<file path="config.mk">
export PLATFORM = sky130hd
export DESIGN_NAME = v3a_front
export DESIGN_NICKNAME = d
export VERILOG_FILES = /design/src/sv/v3a_pkg.sv /design/src/sv/v3a_front.sv
export SDC_FILE = /design/constraint.sdc
export NUM_CORES = 1
export LEC_CHECK = 0
export BUFFER_PORTS_ARGS = -buffer_cell sky130_fd_sc_hd__buf_2
export CAP_MARGIN = 40
export CORE_MARGIN = 4
export CORE_UTILIZATION = 40
export DETAILED_ROUTE_END_ITERATION = 8
export SYNTH_ARGS = -nofsm -noshare
export SYNTH_HDL_FRONTEND = slang
export SYNTH_SLANG_ARGS = --single-unit
</file>
<file path="constraint.sdc">
create_clock -name clk -period 13 [get_ports clk]
set_clock_uncertainty 0.2 [all_clocks]
set_input_delay 1.95 -clock clk [delete_from_list [all_inputs] [get_ports clk]]
set_output_delay 1.95 -clock clk [all_outputs]
set_load 0.03 [all_outputs]
</file>
<file path="src/sv/v3a_pkg.sv">
`timescale 1ns / 1ps
// Shared types, constants and fixed-point helpers of the 3D vector arithmetic unit.
package v3a_pkg;

  // Number format and datapath widths
  localparam int FRAC_BITS = 16;
  localparam int DW        = 32;               // vector component width
  localparam int OPW       = DW + 1;           // multiplier operand (holds a difference)
  localparam int PRW       = 2 * OPW;          // product width
  localparam int SUMW      = PRW + 2;          // sum of three products
  localparam int SQW       = 2 * DW;           // sum of squares handed to the root unit
  localparam int SQ_STEPS  = SQW / 2;          // one root bit per step
  localparam int DIV_W     = DW + FRAC_BITS;   // dividend magnitude width
  localparam int DCNT_W    = $clog2(DIV_W + 1);
  localparam int NPROD     = 6;

  // Command queue between the front and the back
  localparam int QDEPTH    = 4;
  localparam int QPTR_W    = $clog2(QDEPTH);

  // Register map
  localparam int TOL_W     = 16;
  localparam int PADDR_W   = 3;
  localparam logic REG_TOLERANCE = 1'b0;       // register index, paddr[2]
  localparam logic [TOL_W-1:0] TOL_RESET = TOL_W'(1);

  localparam logic [DW-1:0] S32_MAX = {1'b0, {(DW-1){1'b1}}};
  localparam logic [DW-1:0] S32_MIN = {1'b1, {(DW-1){1'b0}}};
  localparam logic signed [SUMW-1:0] MAXW = $signed({{(SUMW-DW){1'b0}}, S32_MAX});
  localparam logic signed [SUMW-1:0] MINW = $signed({{(SUMW-DW){1'b1}}, S32_MIN});
  localparam logic signed [SUMW-1:0] HALF_W = SUMW'(64'd1 << (FRAC_BITS - 1));

  typedef enum logic [3:0] {
    CMD_ADD     = 4'd0,
    CMD_SUB     = 4'd1,
    CMD_SCALE   = 4'd2,
    CMD_DIV     = 4'd3,
    CMD_EQ      = 4'd4,
    CMD_DOT     = 4'd5,
    CMD_CROSS   = 4'd6,
    CMD_DIST2   = 4'd7,
    CMD_DIST    = 4'd8,
    CMD_LEN2    = 4'd9,
    CMD_LEN     = 4'd10,
    CMD_NORM    = 4'd11,
    CMD_AXSCALE = 4'd12,
    CMD_ISZERO  = 4'd13,
    CMD_PROJECT = 4'd14
  } cmd_t;

  localparam logic [1:0] AXIS_DROP_X = 2'd0;
  localparam logic [1:0] AXIS_DROP_Y = 2'd1;

  // One queued command with its operands
  typedef struct packed {
    logic [3:0]          cmd;
    logic                is_long;
    logic [2:0][DW-1:0]  a;
    logic [2:0][DW-1:0]  b;
    logic [DW-1:0]       s;
    logic [1:0]          axis;
  } item_t;

  // One result
  typedef struct packed {
    logic [2:0][DW-1:0] v;
    logic [DW-1:0]      sc;
    logic               flag;
    logic               sat;
  } res_t;

  // Work handed from the pipeline to the iterative unit
  typedef struct packed {
    logic [3:0]         cmd;
    logic [2:0][DW-1:0] a;
    logic [DW-1:0]      s;
    logic [SQW-1:0]     sumsq;
    logic               sum_ovf;
  } launch_t;

  typedef struct packed {
    logic [DW-1:0] v;
    logic          clip;
  } sat_t;

  // Clip a wide signed value to 32 bits
  function automatic sat_t sat32(input logic signed [SUMW-1:0] v);
    sat_t r;
    r.v    = v[DW-1:0];
    r.clip = 1'b0;
    if (v > MAXW) begin
      r.v    = S32_MAX;
      r.clip = 1'b1;
    end else if (v < MINW) begin
      r.v    = S32_MIN;
      r.clip = 1'b1;
    end
    return r;
  endfunction

  // Drop the fraction bits, round to nearest, ties upward
  function automatic logic signed [SUMW-1:0] rnd_fx(input logic signed [SUMW-1:0] v);
    return (v + HALF_W) >>> FRAC_BITS;
  endfunction

endpackage

</file>
<file path="src/sv/v3a_front.sv">
`timescale 1ns / 1ps
// Front end: accepts commands, classifies them and queues them for the back end.
module v3a_front (
  input  logic                  clk,
  input  logic                  rst,
  input  logic                  start,
  input  logic [3:0]            command,
  input  logic signed [31:0]    a_x,
  input  logic signed [31:0]    a_y,
  input  logic signed [31:0]    a_z,
  input  logic signed [31:0]    b_x,
  input  logic signed [31:0]    b_y,
  input  logic signed [31:0]    b_z,
  input  logic signed [31:0]    scalar_in,
  input  logic [1:0]            axis,
  output logic                  busy,
  input  logic                  pop,
  output logic                  head_valid,
  output v3a_pkg::item_t        head
);
  import v3a_pkg::*;

  item_t             q [QDEPTH];
  logic [QPTR_W-1:0] wr_ptr;
  logic [QPTR_W-1:0] rd_ptr;
  logic [QPTR_W:0]   count;
  logic              push;
  logic              is_long;
  item_t             entry;

  assign busy       = (count == (QPTR_W + 1)'(QDEPTH));
  assign push       = start && !busy;
  assign head_valid = (count != '0);
  assign head       = q[rd_ptr];

  // Mark commands that need the iterative unit
  always_comb begin
    unique case (command) inside
      CMD_DIV, CMD_DIST, CMD_LEN, CMD_NORM: is_long = 1'b1;
      default:                              is_long = 1'b0;
    endcase
  end

  always_comb begin
    entry.cmd     = command;
    entry.is_long = is_long;
    entry.a       = {a_z, a_y, a_x};
    entry.b       = {b_z, b_y, b_x};
    entry.s       = scalar_in;
    entry.axis    = axis;
  end

  // Store on transfer
  always_ff @(posedge clk) begin
    if (push) begin
      q[wr_ptr] <= entry;
    end
  end

  // Advance pointers and occupancy
  always_ff @(posedge clk) begin
    if (rst) begin
      wr_ptr <= '0;
      rd_ptr <= '0;
      count  <= '0;
    end else begin
      if (push) begin
        wr_ptr <= wr_ptr + 1'b1;
      end
      if (pop) begin
        rd_ptr <= rd_ptr + 1'b1;
      end
      if (push && !pop) begin
        count <= count + 1'b1;
      end else if (pop && !push) begin
        count <= count - 1'b1;
      end
    end
  end

endmodule

</file>
Yosys cells after proc, flatten, opt, wreduce, memory -nomap -nowiden
Memories as Yosys holds them, arrays and structs flattened. A register that Yosys moved wholly into a read port is not among the register bits. Index checks and enable logic that the tools add are counted.

Add/subtract/negate cells: 4. Eq/ne operators: 5. Multiplexer cells: 7. Reductions and logical operators: 9.

Operator list (count): == test 4 bit, second input constant (3); two-way mux 3 bit (2); adder 2 x 1 -> 2 bit, second input constant (2); == test 4 x 2 -> 1 bit, second input constant (1); two-way mux 2 bit (2); OR reduction 4 bit (1); adder 3 x 1 -> 3 bit, second input constant (1); == test 3 bit, second input constant (1); logical AND 1 bit (3); logical NOT 1 bit (3); two-way mux 1 bit (3); nonzero test 3 bit (1); subtractor 3 x 1 -> 3 bit, second input constant (1); nonzero test 2 bit (1).

Register bits after elaboration: 7. RAM bits: 924. Input bits: 234. Logic and storage cells: 29. Memories kept: 1.

Memory list: q (words 4, width 231, rd ports 1, clocked after Yosys merged registers in 1, write ports 1, RTL line v3a_front.sv:23) `item_t q [QDEPTH];`.

Longest topological paths before layout
Word-level depth: 7. Gate-level depth with buffers: 8. Gate-level depth less buffers: 8.

Least setup slack after synthesis
OpenSTA, ideal clock, no wires.

Kind: input-to-reg. Start point: in start. End point: mem q[0][0] (netlist bit) (enable). Library setup time: 621 ps. Arrival time: 7533 ps. Setup slack: 4646 ps. Stages: 3. Cell sequence: inv_1 -> nor2_1 -> and2_1.

Cells in the longest elaborated chain, start to end: 3.

RTL lines: from (decl) (RTL line v3a_front.sv:6) `input logic start,`; logical AND 1 bit (RTL line v3a_front.sv:32) `assign push = start && !busy;`; named net push (RTL line v3a_front.sv:27) `logic push;`; two-way mux 1 bit (RTL line v3a_front.sv:55) `if (push) begin`; two-way mux 1 bit (implied by the code) (RTL line v3a_front.sv:56) `q[wr_ptr] <= entry;`; to (decl) (RTL line v3a_front.sv:23).

The timed path passes the listed nets, and every way through them passes these cells.

==> results.toml <==
[status]
status = "finished clean"

[worst_setup_path]
worstSetupPathType = "reg -> out"
cp-start-kind = "flip-flop"
worst-path-stages = 4
cp_common_cell = "buf_12"
cp_cell_sequence = "buf_12 > buf_12 > mux4_2 > buf_2"
crit_family = "buffers and inverters"
crit_slowest_cell = "dfxtp_4"
required_ns = 10.85
critPathMaxStageDelay_ns = 0.84
end_kind = "output pin"
worst-path-max-fanout = 101
crit_buf_inv = 3
reg2regPathDepth = 6
cp.arrival_ns = 3.91

[final_layout]
layout.cells.most_common = "edfxtp_1"
stdcell_count = 3017
post-route-util_pct = 48.6
drive_gt1_share_pct = 45.7
fin_nets = 2032
layout_common_cells = "edfxtp_1 (924), buf_2 (466), mux4_2 (231)"
syn_to_final_growth_pct = 20.3
finalInstanceArea_um2 = 40700
n_fill_cell = 6781

[synth]
synth-simple-area-share_pct = 0.278
yosysTopAreaCell = "edfxtp_1"
synth_top_family_by_area = "multiplexers"
yosysUniqueCellTypes = 20
ys_warn_count = 0
synth-adder-area-share_pct = 0.244
synthXorXnorAreaFrac_pct = 0.104
netlist_top_cells_area = "edfxtp_1 (82%), mux4_2 (15%), buf_6 (0.73%)"
syn_area_per_cell_um2 = 26.9
synth-seq-area-share_pct = 82.6
synth-seq-cells = 933
netlist_instances = 1257
synthesis.nets = 1497
muxShareOfSynthArea_pct = 15.5
synth_top_cell_area_share_pct = 82.1
synth_area_um2 = 33800
synth-compound-area-share_pct = 0.0592

[routing]
ant_nets = 0
drt_iter0_drc = 882
routed_wl_um = 68100
drc = 0
vias = 15069
firstDrtPassIters = 4
via_per_inst = 4.99
wl_per_cell_um = 22.6

[clocking]
clk_pin_slew_worst_paths_ns = 0.06
cts.path.max_buffers = 3
postCtsSetupBuffers = 0
cts_resized = 0
cts_max_level = 3
worstSkewPairLatency_ns = 0.63
ctsHoldBuffers = 0
tritoncts = "done"
cts_sinks = 933
ctsRootBufferMaster = "clkbuf_16"
numCtsBuffers = 96

[floorplanning]
die_y_um = 299
io_pins = 467
core-area_um2 = 83700
die_area_um2 = 89200
start_util_pct = 40.4
fp-row-count = 106
fp.dieW_um = 299

[global_route]
antenna_found_initial = 13
overflow = 0
grt_first_pass_wirelength_um = 103000
grt_pass1_vias = 16248
grt_max_degree = 130
grt_usage_pct = 15.1

[run]
drv_cap = 0

[power]
power-per-cell-area_nw_per_um2 = 180
p_leak_nw = 13.5
vdd.ir_drop.worst_mv = 0.136
finalPower_mw = 7.33

[worst_hold_path]
min_path_cells = 2
hp-class = "reg -> reg"

[sta]
tns_ns = 0
fin_crit_ns = 6.06
worstMarginPinSlew_ns = 1.04
whs_ns = 0.331
fmax_ghz = 0.165
period_share_pct = 46.6
slew_viol_final = 0
slew_headroom_pct = 30.6
finalHoldViolCount = 0
grt_setup_unrepaired = "no"
finalSetupViolations = 0
postLayoutSetupSlackWorst_ns = 6.94

[placed_design]
io_buffers = 466
place_congestion = 0.728
place_area_um2 = 37600
pre_cts_slack_ns = 7.42
placed_cells = 2828
hpwl_um = 42000
## Yosys cell counts
library cell	count
nor2_1	7
a21oi_1	2
xor2_1	3
ha_1	5
buf_6	22
fa_1	1
mux2i_1	3
edfxtp_1	924
mux4_2	231
or3_1	3
nand2b_1	2
and2_1	4
o21ai_0	2
xnor2_1	1
dfxtp_1	9
buf_2	25
inv_1	5
nor3b_1	1
clkbuf_1	6
nand2_1	1
## worst paths after layout
check	start	endpoint	slack, ns
setup reg to reg	count[0]$_SDFFE_PP0P_	q[2][28]$_DFFE_PP_	9.22
setup / recovery	flip-flop	head[121]	6.94
hold / removal	count[2]$_SDFFE_PP0P_	count[2]$_SDFFE_PP0P_	0.33
hold reg to reg	count[2]$_SDFFE_PP0P_	count[2]$_SDFFE_PP0P_	0.33
## area by class of cell
| type | instances | area, um2 | area share, % |
|---|---|---|---|
| antenna | 9 | 22.5 | 0.0554 |
| clock buffer | 122 | 2540 | 6.25 |
| clock inverter | 58 | 520 | 1.28 |
| inverter | 5 | 18.8 | 0.0461 |
| multi-input combinational | 266 | 5470 | 13.5 |
| sequential | 933 | 27900 | 68.7 |
| tap | 1134 | 1420 | 3.49 |
| timing repair buffer | 490 | 2750 | 6.75 |
## cell families after synthesis
kind of cell    after synthesis
flops                       933
fa+ha+maj                     6
compound gates                4
mux                         234
xor+xnor                      4
buf+inv                      58
simple gates                 18
## power by group
part / switching (mW) / internal, mW / total [mW] / leakage (nW)
Combinational: 0.713 / 0.364 / 1.08 / 3.44
Clock: 1.10 / 1.51 / 2.61 / 1.49
Sequential: 0.0581 / 3.58 / 3.64 / 8.54
Total: 1.87 / 5.46 / 7.33 / 13.5
## worst min-delay path: stages, from the launching register on
cell and delay (ns):
dfxtp_1 0.33, o21ai_0 0.08, a21oi_1 0.07
## flip-flops by register name, indices dropped and copies added, names as in the netlist, named ones only
signal / flops
count: 3
rd_ptr: 2
wr_ptr: 2
q: 924
## routing by layer
layer / GRT usage [%] / vias to the layer above / part of all wire [%]
met5: 0.216 / - / 0.17
met4: 3.84 / 16 / 1.9
met3: 5.34 / 116 / 9.0
met2: 24.5 / 478 / 49
met1: 19.6 / 7894 / 40
li1: - / 6565 / -
Note: power is estimated with default switching activity, not from simulation.
