**src/sv/v3a_pkg.sv**
```systemverilog
`timescale 1ns / 1ps
// Shared types, constants and fixed-point helpers of the 3D vector arithmetic unit.
package v3a_pkg;

  // Number format and datapath widths
  localparam int FRAC_BITS = 16;
  localparam int DW        = 32;               // vector component width
  localparam int OPW       = DW + 1;           // multiplier operand (holds a difference)
  localparam int PRW       = 2 * OPW;          // product width
  localparam int SUMW      = PRW + 2;          // sum of three products
  localparam int SQW       = 2 * DW;           // sum of squares handed to the root unit
  localparam int SQ_STEPS  = SQW / 2;          // one root bit per step
  localparam int DIV_W     = DW + FRAC_BITS;   // dividend magnitude width
  localparam int DCNT_W    = $clog2(DIV_W + 1);
  localparam int NPROD     = 6;

  // Command queue between the front and the back
  localparam int QDEPTH    = 4;
  localparam int QPTR_W    = $clog2(QDEPTH);

  // Register map
  localparam int TOL_W     = 16;
  localparam int PADDR_W   = 3;
  localparam logic REG_TOLERANCE = 1'b0;       // register index, paddr[2]
  localparam logic [TOL_W-1:0] TOL_RESET = TOL_W'(1);

  localparam logic [DW-1:0] S32_MAX = {1'b0, {(DW-1){1'b1}}};
  localparam logic [DW-1:0] S32_MIN = {1'b1, {(DW-1){1'b0}}};
  localparam logic signed [SUMW-1:0] MAXW = $signed({{(SUMW-DW){1'b0}}, S32_MAX});
  localparam logic signed [SUMW-1:0] MINW = $signed({{(SUMW-DW){1'b1}}, S32_MIN});
  localparam logic signed [SUMW-1:0] HALF_W = SUMW'(64'd1 << (FRAC_BITS - 1));

  typedef enum logic [3:0] {
    CMD_ADD     = 4'd0,
    CMD_SUB     = 4'd1,
    CMD_SCALE   = 4'd2,
    CMD_DIV     = 4'd3,
    CMD_EQ      = 4'd4,
    CMD_DOT     = 4'd5,
    CMD_CROSS   = 4'd6,
    CMD_DIST2   = 4'd7,
    CMD_DIST    = 4'd8,
    CMD_LEN2    = 4'd9,
    CMD_LEN     = 4'd10,
    CMD_NORM    = 4'd11,
    CMD_AXSCALE = 4'd12,
    CMD_ISZERO  = 4'd13,
    CMD_PROJECT = 4'd14
  } cmd_t;

  localparam logic [1:0] AXIS_DROP_X = 2'd0;
  localparam logic [1:0] AXIS_DROP_Y = 2'd1;

  // One queued command with its operands
  typedef struct packed {
    logic [3:0]          cmd;
    logic                is_long;
    logic [2:0][DW-1:0]  a;
    logic [2:0][DW-1:0]  b;
    logic [DW-1:0]       s;
    logic [1:0]          axis;
  } item_t;

  // One result
  typedef struct packed {
    logic [2:0][DW-1:0] v;
    logic [DW-1:0]      sc;
    logic               flag;
    logic               sat;
  } res_t;

  // Work handed from the pipeline to the iterative unit
  typedef struct packed {
    logic [3:0]         cmd;
    logic [2:0][DW-1:0] a;
    logic [DW-1:0]      s;
    logic [SQW-1:0]     sumsq;
    logic               sum_ovf;
  } launch_t;

  typedef struct packed {
    logic [DW-1:0] v;
    logic          clip;
  } sat_t;

  // Clip a wide signed value to 32 bits
  function automatic sat_t sat32(input logic signed [SUMW-1:0] v);
    sat_t r;
    r.v    = v[DW-1:0];
    r.clip = 1'b0;
    if (v > MAXW) begin
      r.v    = S32_MAX;
      r.clip = 1'b1;
    end else if (v < MINW) begin
      r.v    = S32_MIN;
      r.clip = 1'b1;
    end
    return r;
  endfunction

  // Drop the fraction bits, round to nearest, ties upward
  function automatic logic signed [SUMW-1:0] rnd_fx(input logic signed [SUMW-1:0] v);
    return (v + HALF_W) >>> FRAC_BITS;
  endfunction

endpackage

```
**src/sv/v3a_iter.sv**
```systemverilog
`timescale 1ns / 1ps
// Iterative unit: bit-serial square root and three-lane restoring divider.
module v3a_iter (
  input  logic                      clk,
  input  logic                      rst,
  input  logic                      launch_valid,
  input  v3a_pkg::launch_t          launch,
  input  logic [v3a_pkg::TOL_W-1:0] tol,
  output logic                      res_valid,
  output v3a_pkg::res_t             res
);
  import v3a_pkg::*;

  typedef enum logic [4:0] {
    ST_IDLE  = 5'b00001,
    ST_SQRT  = 5'b00010,
    ST_SQFIN = 5'b00100,
    ST_DIV   = 5'b01000,
    ST_DVFIN = 5'b10000
  } state_t;

  localparam logic [DCNT_W-1:0] SQ_LAST  = DCNT_W'(SQ_STEPS - 1);
  localparam logic [DCNT_W-1:0] DIV_LAST = DCNT_W'(DIV_W - 1);

  state_t              state, state_next;
  logic [DCNT_W-1:0]   cnt, cnt_next;
  logic [3:0]          cmd, cmd_next;
  logic [2:0][DW-1:0]  a_r, a_next;
  logic [SQW-1:0]      sq_val, sq_val_next;
  logic [DW+1:0]       sq_rem, sq_rem_next;
  logic [DW-1:0]       root, root_next;
  logic [DW:0]         den, den_next;
  logic [DIV_W-1:0]    dv [3];
  logic [DIV_W-1:0]    dv_next [3];
  logic [DW:0]         drem [3];
  logic [DW:0]         drem_next [3];
  logic [2:0]          neg, neg_next;
  res_t                res_next;
  logic                res_valid_next;

  logic [DW+3:0]       sq_try;
  logic [DW+3:0]       sq_trial;
  logic                sq_ge;
  logic [DW:0]         rroot;
  logic                norm_ok;
  logic [DW-1:0]       abs_s;
  logic                div_ok;
  logic [2:0][DW-1:0]  a_src;
  logic [DW-1:0]       mag [3];
  logic [DW+1:0]       dtry [3];
  logic                dge [3];
  logic                load_div;
  logic [DW:0]         load_den;
  logic                load_dneg;
  logic [2:0]          qclip;
  logic [DW-1:0]       qval [3];

  // One root bit per step
  always_comb begin
    sq_try   = {sq_rem, sq_val[SQW-1 -: 2]};
    sq_trial = {2'b00, root, 2'b01};
    sq_ge    = (sq_try >= sq_trial);
    rroot    = {1'b0, root} + (DW + 1)'(sq_rem > {2'b00, root});
    norm_ok  = (rroot != '0) && (rroot >= (DW + 1)'(tol));
  end

  // Divisor guard and operand magnitudes
  always_comb begin
    abs_s  = launch.s[DW-1] ? DW'(-launch.s) : launch.s;
    div_ok = (launch.s != '0) && (abs_s >= DW'(tol));
    a_src  = (state == ST_IDLE) ? launch.a : a_r;
    for (int i = 0; i < 3; i++) begin
      mag[i]  = a_src[i][DW-1] ? DW'(-a_src[i]) : a_src[i];
      dtry[i] = {drem[i], dv[i][DIV_W-1]};
      dge[i]  = (dtry[i] >= {1'b0, den});
    end
  end

  // Sign and clip of the quotients
  always_comb begin
    for (int i = 0; i < 3; i++) begin
      if (neg[i]) begin
        qclip[i] = (|dv[i][DIV_W-1:DW]) || (dv[i][DW-1] && (|dv[i][DW-2:0]));
        qval[i]  = qclip[i] ? S32_MIN : DW'(-dv[i][DW-1:0]);
      end else begin
        qclip[i] = |dv[i][DIV_W-1:DW-1];
        qval[i]  = qclip[i] ? S32_MAX : dv[i][DW-1:0];
      end
    end
  end

  // Sequencer
  always_comb begin
    state_next     = state;
    cnt_next       = cnt;
    cmd_next       = cmd;
    a_next         = a_r;
    sq_val_next    = sq_val;
    sq_rem_next    = sq_rem;
    root_next      = root;
    den_next       = den;
    neg_next       = neg;
    res_next       = res;
    res_valid_next = 1'b0;
    load_div       = 1'b0;
    load_den       = '0;
    load_dneg      = 1'b0;
    for (int i = 0; i < 3; i++) begin
      dv_next[i]   = dv[i];
      drem_next[i] = drem[i];
    end
    unique case (state)
      ST_IDLE: begin
        if (launch_valid) begin
          cmd_next = launch.cmd;
          a_next   = launch.a;
          res_next = '0;
          if (launch.cmd == CMD_DIV) begin
            if (div_ok) begin
              load_div  = 1'b1;
              load_den  = {1'b0, abs_s};
              load_dneg = launch.s[DW-1];
            end else begin
              res_valid_next = 1'b1;
            end
          end else if (launch.sum_ovf) begin
            res_next.sc    = S32_MAX;
            res_next.sat   = 1'b1;
            res_valid_next = 1'b1;
          end else begin
            sq_val_next = launch.sumsq;
            sq_rem_next = '0;
            root_next   = '0;
            cnt_next    = '0;
            state_next  = ST_SQRT;
          end
        end
      end
      ST_SQRT: begin
        sq_val_next = {sq_val[SQW-3:0], 2'b00};
        sq_rem_next = sq_ge ? (DW + 2)'(sq_try - sq_trial) : sq_try[DW+1:0];
        root_next   = {root[DW-2:0], sq_ge};
        cnt_next    = cnt + 1'b1;
        if (cnt == SQ_LAST) begin
          state_next = ST_SQFIN;
        end
      end
      ST_SQFIN: begin
        if (cmd == CMD_NORM) begin
          if (norm_ok) begin
            load_div = 1'b1;
            load_den = rroot;
          end else begin
            res_valid_next = 1'b1;
            state_next     = ST_IDLE;
          end
        end else begin
          if (rroot[DW] || rroot[DW-1]) begin
            res_next.sc  = S32_MAX;
            res_next.sat = 1'b1;
          end else begin
            res_next.sc = rroot[DW-1:0];
          end
          res_valid_next = 1'b1;
          state_next     = ST_IDLE;
        end
      end
      ST_DIV: begin
        for (int i = 0; i < 3; i++) begin
          drem_next[i] = dge[i] ? (DW + 1)'(dtry[i] - {1'b0, den}) : dtry[i][DW:0];
          dv_next[i]   = {dv[i][DIV_W-2:0], dge[i]};
        end
        cnt_next = cnt + 1'b1;
        if (cnt == DIV_LAST) begin
          state_next = ST_DVFIN;
        end
      end
      ST_DVFIN: begin
        for (int i = 0; i < 3; i++) res_next.v[i] = qval[i];
        res_next.sat   = |qclip;
        res_valid_next = 1'b1;
        state_next     = ST_IDLE;
      end
      default: state_next = ST_IDLE;
    endcase
    // Load the divider with |a| * 2^FRAC_BITS on all three lanes
    if (load_div) begin
      den_next   = load_den;
      cnt_next   = '0;
      state_next = ST_DIV;
      for (int i = 0; i < 3; i++) begin
        neg_next[i]  = a_src[i][DW-1] ^ load_dneg;
        dv_next[i]   = {mag[i], {FRAC_BITS{1'b0}}};
        drem_next[i] = '0;
      end
    end
  end

  always_ff @(posedge clk) begin
    if (rst) begin
      state     <= ST_IDLE;
      res_valid <= 1'b0;
    end else begin
      state     <= state_next;
      res_valid <= res_valid_next;
    end
  end

  always_ff @(posedge clk) begin
    cnt    <= cnt_next;
    cmd    <= cmd_next;
    a_r    <= a_next;
    sq_val <= sq_val_next;
    sq_rem <= sq_rem_next;
    root   <= root_next;
    den    <= den_next;
    neg    <= neg_next;
    res    <= res_next;
    for (int i = 0; i < 3; i++) begin
      dv[i]   <= dv_next[i];
      drem[i] <= drem_next[i];
    end
  end

endmodule

```
**config.mk**
```make
export PLATFORM = sky130hd
export DESIGN_NAME = v3a_iter
export DESIGN_NICKNAME = d
export VERILOG_FILES = /design/src/sv/v3a_pkg.sv /design/src/sv/v3a_iter.sv
export SDC_FILE = /design/constraint.sdc
export NUM_CORES = 2
export LEC_CHECK = 0
export BUFFER_PORTS_ARGS = -buffer_cell sky130_fd_sc_hd__buf_4
export CAP_MARGIN = 20
export CORE_UTILIZATION = 45
export DETAILED_ROUTE_END_ITERATION = 6
export PLACE_DENSITY_LB_ADDON = 0.2
export SYNTH_ARGS = -nofsm -noshare
export SYNTH_HDL_FRONTEND = slang
export SYNTH_SLANG_ARGS = --single-unit
```
**constraint.sdc**
```tcl
create_clock -name clk -period 12.9 [get_ports clk]
set_input_delay 1.29 -clock clk [delete_from_list [all_inputs] [get_ports clk]]
set_output_delay 1.29 -clock clk [all_outputs]
set_load 0.005 [all_outputs]
```
Word level (Yosys, flattened, before mapping)
Memories as Yosys holds them, arrays and structs flattened.
Index checks and enable logic that the tools add are counted.
Widths: inputs -> output; s select.

operators by class
  add/subtract/negate cells = 13
  equal/unequal tests = 23
  mux-type cells = 84
  reductions and logical operators = 36
  order comparisons = 7
  bitwise gates (word level) = 3

operators by type and width
  operator          count
  $mux 32           21
  $mux 144          2
  $neg 32->32       7
  $mux 99           2
  $mux 64           3
  $pmux 96 s2       1
  $mux 33           5
  $mux 34           4
  $mux 130          1
  $pmux 32 s2       2
  $pmux 64 s2       1
  $ge 34x33->1      3
  $sub 33x33->33    3
  $mux 96           1
  $reduce_or 31->1  3
  $pmux 34 s2       1
  $pmux 33 s2       1
  $mux 31           2
  $reduce_or 17->1  3
  $reduce_or 16->1  3
  $ge 36x34->1      1
  $mux 5            7
  $gt 34x32->1      1
  $sub 34x34->34    1
  36 further kinds  87

storage, ports and cells
  memories = 2
  bits of input ports = 216
  flip-flop bits (word level) = 407
  RAM bits = 243
  output and inout bits = 131
  word-level logic and storage cells = 186

memories
  name  words  bits a word  read ports  clocked after Yosys merged registers in  write ports  line            text
  dv    3      48           3           0                                        3            v3a_iter.sv:33  logic [DIV_W-1:0] dv [3];
  drem  3      33           3           0                                        3            v3a_iter.sv:35  logic [DW:0] drem [3];

Logic depth before layout (Yosys ltp)
  depth after elaboration = 10
  mapped depth = 34

Least setup slack after synthesis
No wires, ideal clock.

  path type = reg2reg
  start point = reg state[0]
  end point = reg root[0] (enable)
  arrival time = 8,026 ps
  setup slack = 4,212 ps
  setup time = 662 ps
  buffers on the path = 4
  cell stages (with the launch flop) = 9
  path through = dfxtp_1 > nor2b_1 > nand2_1 > clkbuf_1 > clkbuf_1 > clkbuf_1 > clkbuf_1 > a21oi_1 > a21oi_1

on the way
  word-level cells in the longest chain between the ends = 3

ends and longest elaborated chain
  item                                                              line             text
  start, declared                                                   v3a_iter.sv:25   state_t state, state_next;
  start signal, assigned                                            v3a_iter.sv:204  state <= state_next;
  $eq 5x1->1 / $eq 5x2->1 (equally long branches)                   v3a_iter.sv:112  unique case (state)
  $ne 2x2->1 (no line) / $reduce_bool 2->1 (equally long branches)  --
  $reduce_and 4->1 (no line) (*)                                    --
  end signal, assigned                                              v3a_iter.sv:215  root <= root_next;
  end, declared                                                     v3a_iter.sv:31   logic [DW-1:0] root, root_next;

Mark *: on every way between the ends. The rest lies on a longest branch, timed or not.
A chain may end at the register's enable or synchronous reset.

==> qor.yml <==
run_status:
  outcome: "finished clean"
logic_synthesis:
  syn_area_um2: 40600
  yosysSeqAreaShare_pct: 44.1
  yosys.cell_types.count: 98
  postSynthCellCount: 4385
  synth_edf_count: 491
  synthFlopType: "edfxtp_1"
  avgSynthCellArea_um2: 9.27
  synth_top_area_cell: "edfxtp_1"
  yosys-top-cells-area: "edfxtp_1 (36%), dfxtp_1 (7.8%), ha_1 (5.4%)"
  async_reset_ff_share_pct: 0
  yosys_warnings: 0
  synth_seq_cells: 650
  synth_top_cell_area_share_pct: 36.3
floorplan:
  die_x_um: 302
  core_um2: 88900
  rows: 109
  start_util_pct: 45.7
  io_pins: 347
  dieArea_um2: 91500
  die_y_um: 302
clock_network:
  clock_path_buffers: 3
  cts_setup_buffers: 0
  clock_sinks: 650
  root_buffer: "clkbuf_16"
  cts_buffers: 79
  cts_resized: 0
  cts_tree: "done"
  clk_pin_slew_worst_paths_ns: 0.06
  postCtsHoldBufs: 0
  clkLatencyLatePin_ns: 0.65
  ctsHtreeMaxLevel: 3
placement:
  io_buffers: 345
  place_area_um2: 44100
  gp_congestion: 0.944
  dpl.hpwl_um: 87900
sta:
  period_share_pct: 68.5
  finalSetupTns_ns: 0
  max_freq_mhz: 113
  rsz0062_at_grt: "false"
  slew_headroom_pct: 24.2
  finalHoldWorstSlack_ns: 0.474
  finalSetupViolations: 0
  period_needed_ns: 8.84
  skew_ns: 0.0307
  worstMarginPinSlew_ns: 1.14
  hold_violations: 0
  slew_viol_final: 0
route:
  vias: 34310
  drc: 0
  wl_per_cell_um: 20.9
  drt_first_iter_violations: 3518
  wl_um: 122000
  first_pass_iters: 6
  detail-route-antenna-nets: 0
  viasPerCell: 5.86
worst_setup_path:
  cp_data_required_time_ns: 13.15
  crit_family: "compound AO/OA/AOI/OAI gates"
  slowest_stage: "a221oi_1"
  crit_top_cell: "ha_1"
  end_kind: "flop"
  setup.worst_path.class: "reg -> reg"
  cp-start-kind: "flop"
  ff2ff_setup_slack_ns: 4.06
  cp_max_fo: 67
  cp.arrival_ns: 9.08
  slowest_delay_ns: 0.73
  timing.critical_path.buf_inv: 6
grt:
  grt_pass1_vias: 32050
  gr-total-overflow: 0
  grt_max_degree: 208
  grt_usage_pct: 26.2
  antenna_found_initial: 10
  grt_pass1_wl_um: 187000
power_and_ir_drop:
  power_density_nw_per_um2: 228
  ir_drop_mv: 0.134
  power.leakage_nw: 18.5
finish:
  drive_gt1_share_pct: 13.0
  fill_cells: 8160
  syn_to_final_growth_pct: 15.6
  multiInputGateArea_um2: 21300
  final_area_um2: 47000
  fin_nets: 5017
  regArea_um2: 17900
job:
  drv_cap: 0
worst_hold_path:
  hp-class: "reg -> reg"
==> worst register-to-register path: cells and delay by family, from the launching register on <==
family,cells,cell delay (ns)
and+or+nand+nor,7,1.15
adders and majority gates,4,1.14
DFF,1,0.42
AOI/OAI and AO/OA,14,3.37
xor gates and xnor gates,1,0.33
buffers and inverters,6,1.92
==> routing by layer <==
metal	part of all wire (%)	track usage [%]	vias up
met5	0.080	0	-
met4	3.0	8.26	16
met3	7.1	4.75	197
met2	44	39.9	1143
met1	46	37.8	16290
li1	-	-	16664
==> Yosys cell counts (22+ instances only) <==
cell	number
nand3b_1	47
a21o_1	87
o31ai_1	49
nand2_1	584
xor2_1	119
nor3_1	144
nand3_1	92
o21ai_0	295
ha_1	176
nor2_1	361
o22ai_1	34
and3_1	33
and2_1	28
a22o_1	60
nand4_1	40
clkbuf_1	181
xnor2_1	156
a31oi_1	74
edfxtp_1	491
nor2b_1	22
dfxtp_1	159
or3_1	72
nor4_1	44
a211oi_1	78
inv_1	155
nand2b_1	32
a21oi_1	289
buf_2	29
mux2i_1	122
==> per-stage QoR <==
| stage | utilization, % | total power, W | std cells | worst slack, ns |
|---|---|---|---|---|
| 2_1_floorplan | - | 0.00704 | 4386 | 4.21 |
| 4_1_cts | 52.7 | 0.0107 | 5848 | 4.05 |
| 5_1_grt | 52.8 | 0.0114 | 5852 | 3.47 |
| 6_report | 52.8 | 0.0107 | 5852 | 4.06 |
| 3_3_place_gp | 49.6 | 0.00826 | 5703 | 4.34 |
| 3_5_place_dp | 49.6 | 0.00831 | 5703 | 4.08 |
==> flip-flops by register name (all words and copies together) (netlist names) <==
register / cells
a_r: 96
cmd: 4
cnt: 6
den: 33
drem: 99
dv: 144
neg: 3
res: 129
res_valid: 1
root: 32
sq_rem: 34
sq_val: 64
state: 5
==> worst paths after layout <==
check,from,endpoint,cells past startpoint
setup / recovery,root[23],dv[0][131],32
hold / removal,drem[0][42],drem[0][42],2
setup reg to reg,root[23],dv[0][131],32
hold reg to reg,drem[0][42],drem[0][42],2
==> kinds of logic after synthesis <==
logic type	after synthesis	share of synthesized area [%]
mux	124	3.06
flops	650	44.1
other cells	1	0.00923
fa+ha+maj	179	5.57
simple gates	1607	19.0
compound gates	1158	18.4
xor+xnor	276	5.97
buf+inv	390	3.88
==> cells in the final DEF (no fill, tap or decap), types with 120 or more instances in the layout <==
cell      netlist  routed
o21ai_0       295     292
inv_1         155     154
nor3_1        144     144
nand2_1       584     582
a21oi_1       289     287
mux2i_1       122     120
xnor2_1       156     156
edfxtp_1      491     491
dfxtp_1       159     159
ha_1          176     176
nor2_1        361     359
buf_4           4     382
==> layout make-up <==
type | instances | area share [%]
flip-flops and latches | 650 | 38.2
clock buffers | 89 | 4.40
well taps | 1165 | 3.10
diodes | 1 | 0.00533
repair buffers | 386 | 6.31
inverters | 159 | 1.29
clock inverters | 56 | 1.44
multi-input cells | 3346 | 45.3
==> report_power, final <==
group          switching, W  total (W)  internal (W)
sequential         0.000358    0.00331       0.00295
clock              0.000948    0.00235       0.00141
combinational       0.00306    0.00504       0.00198
Power figures use the tool's default switching activity.
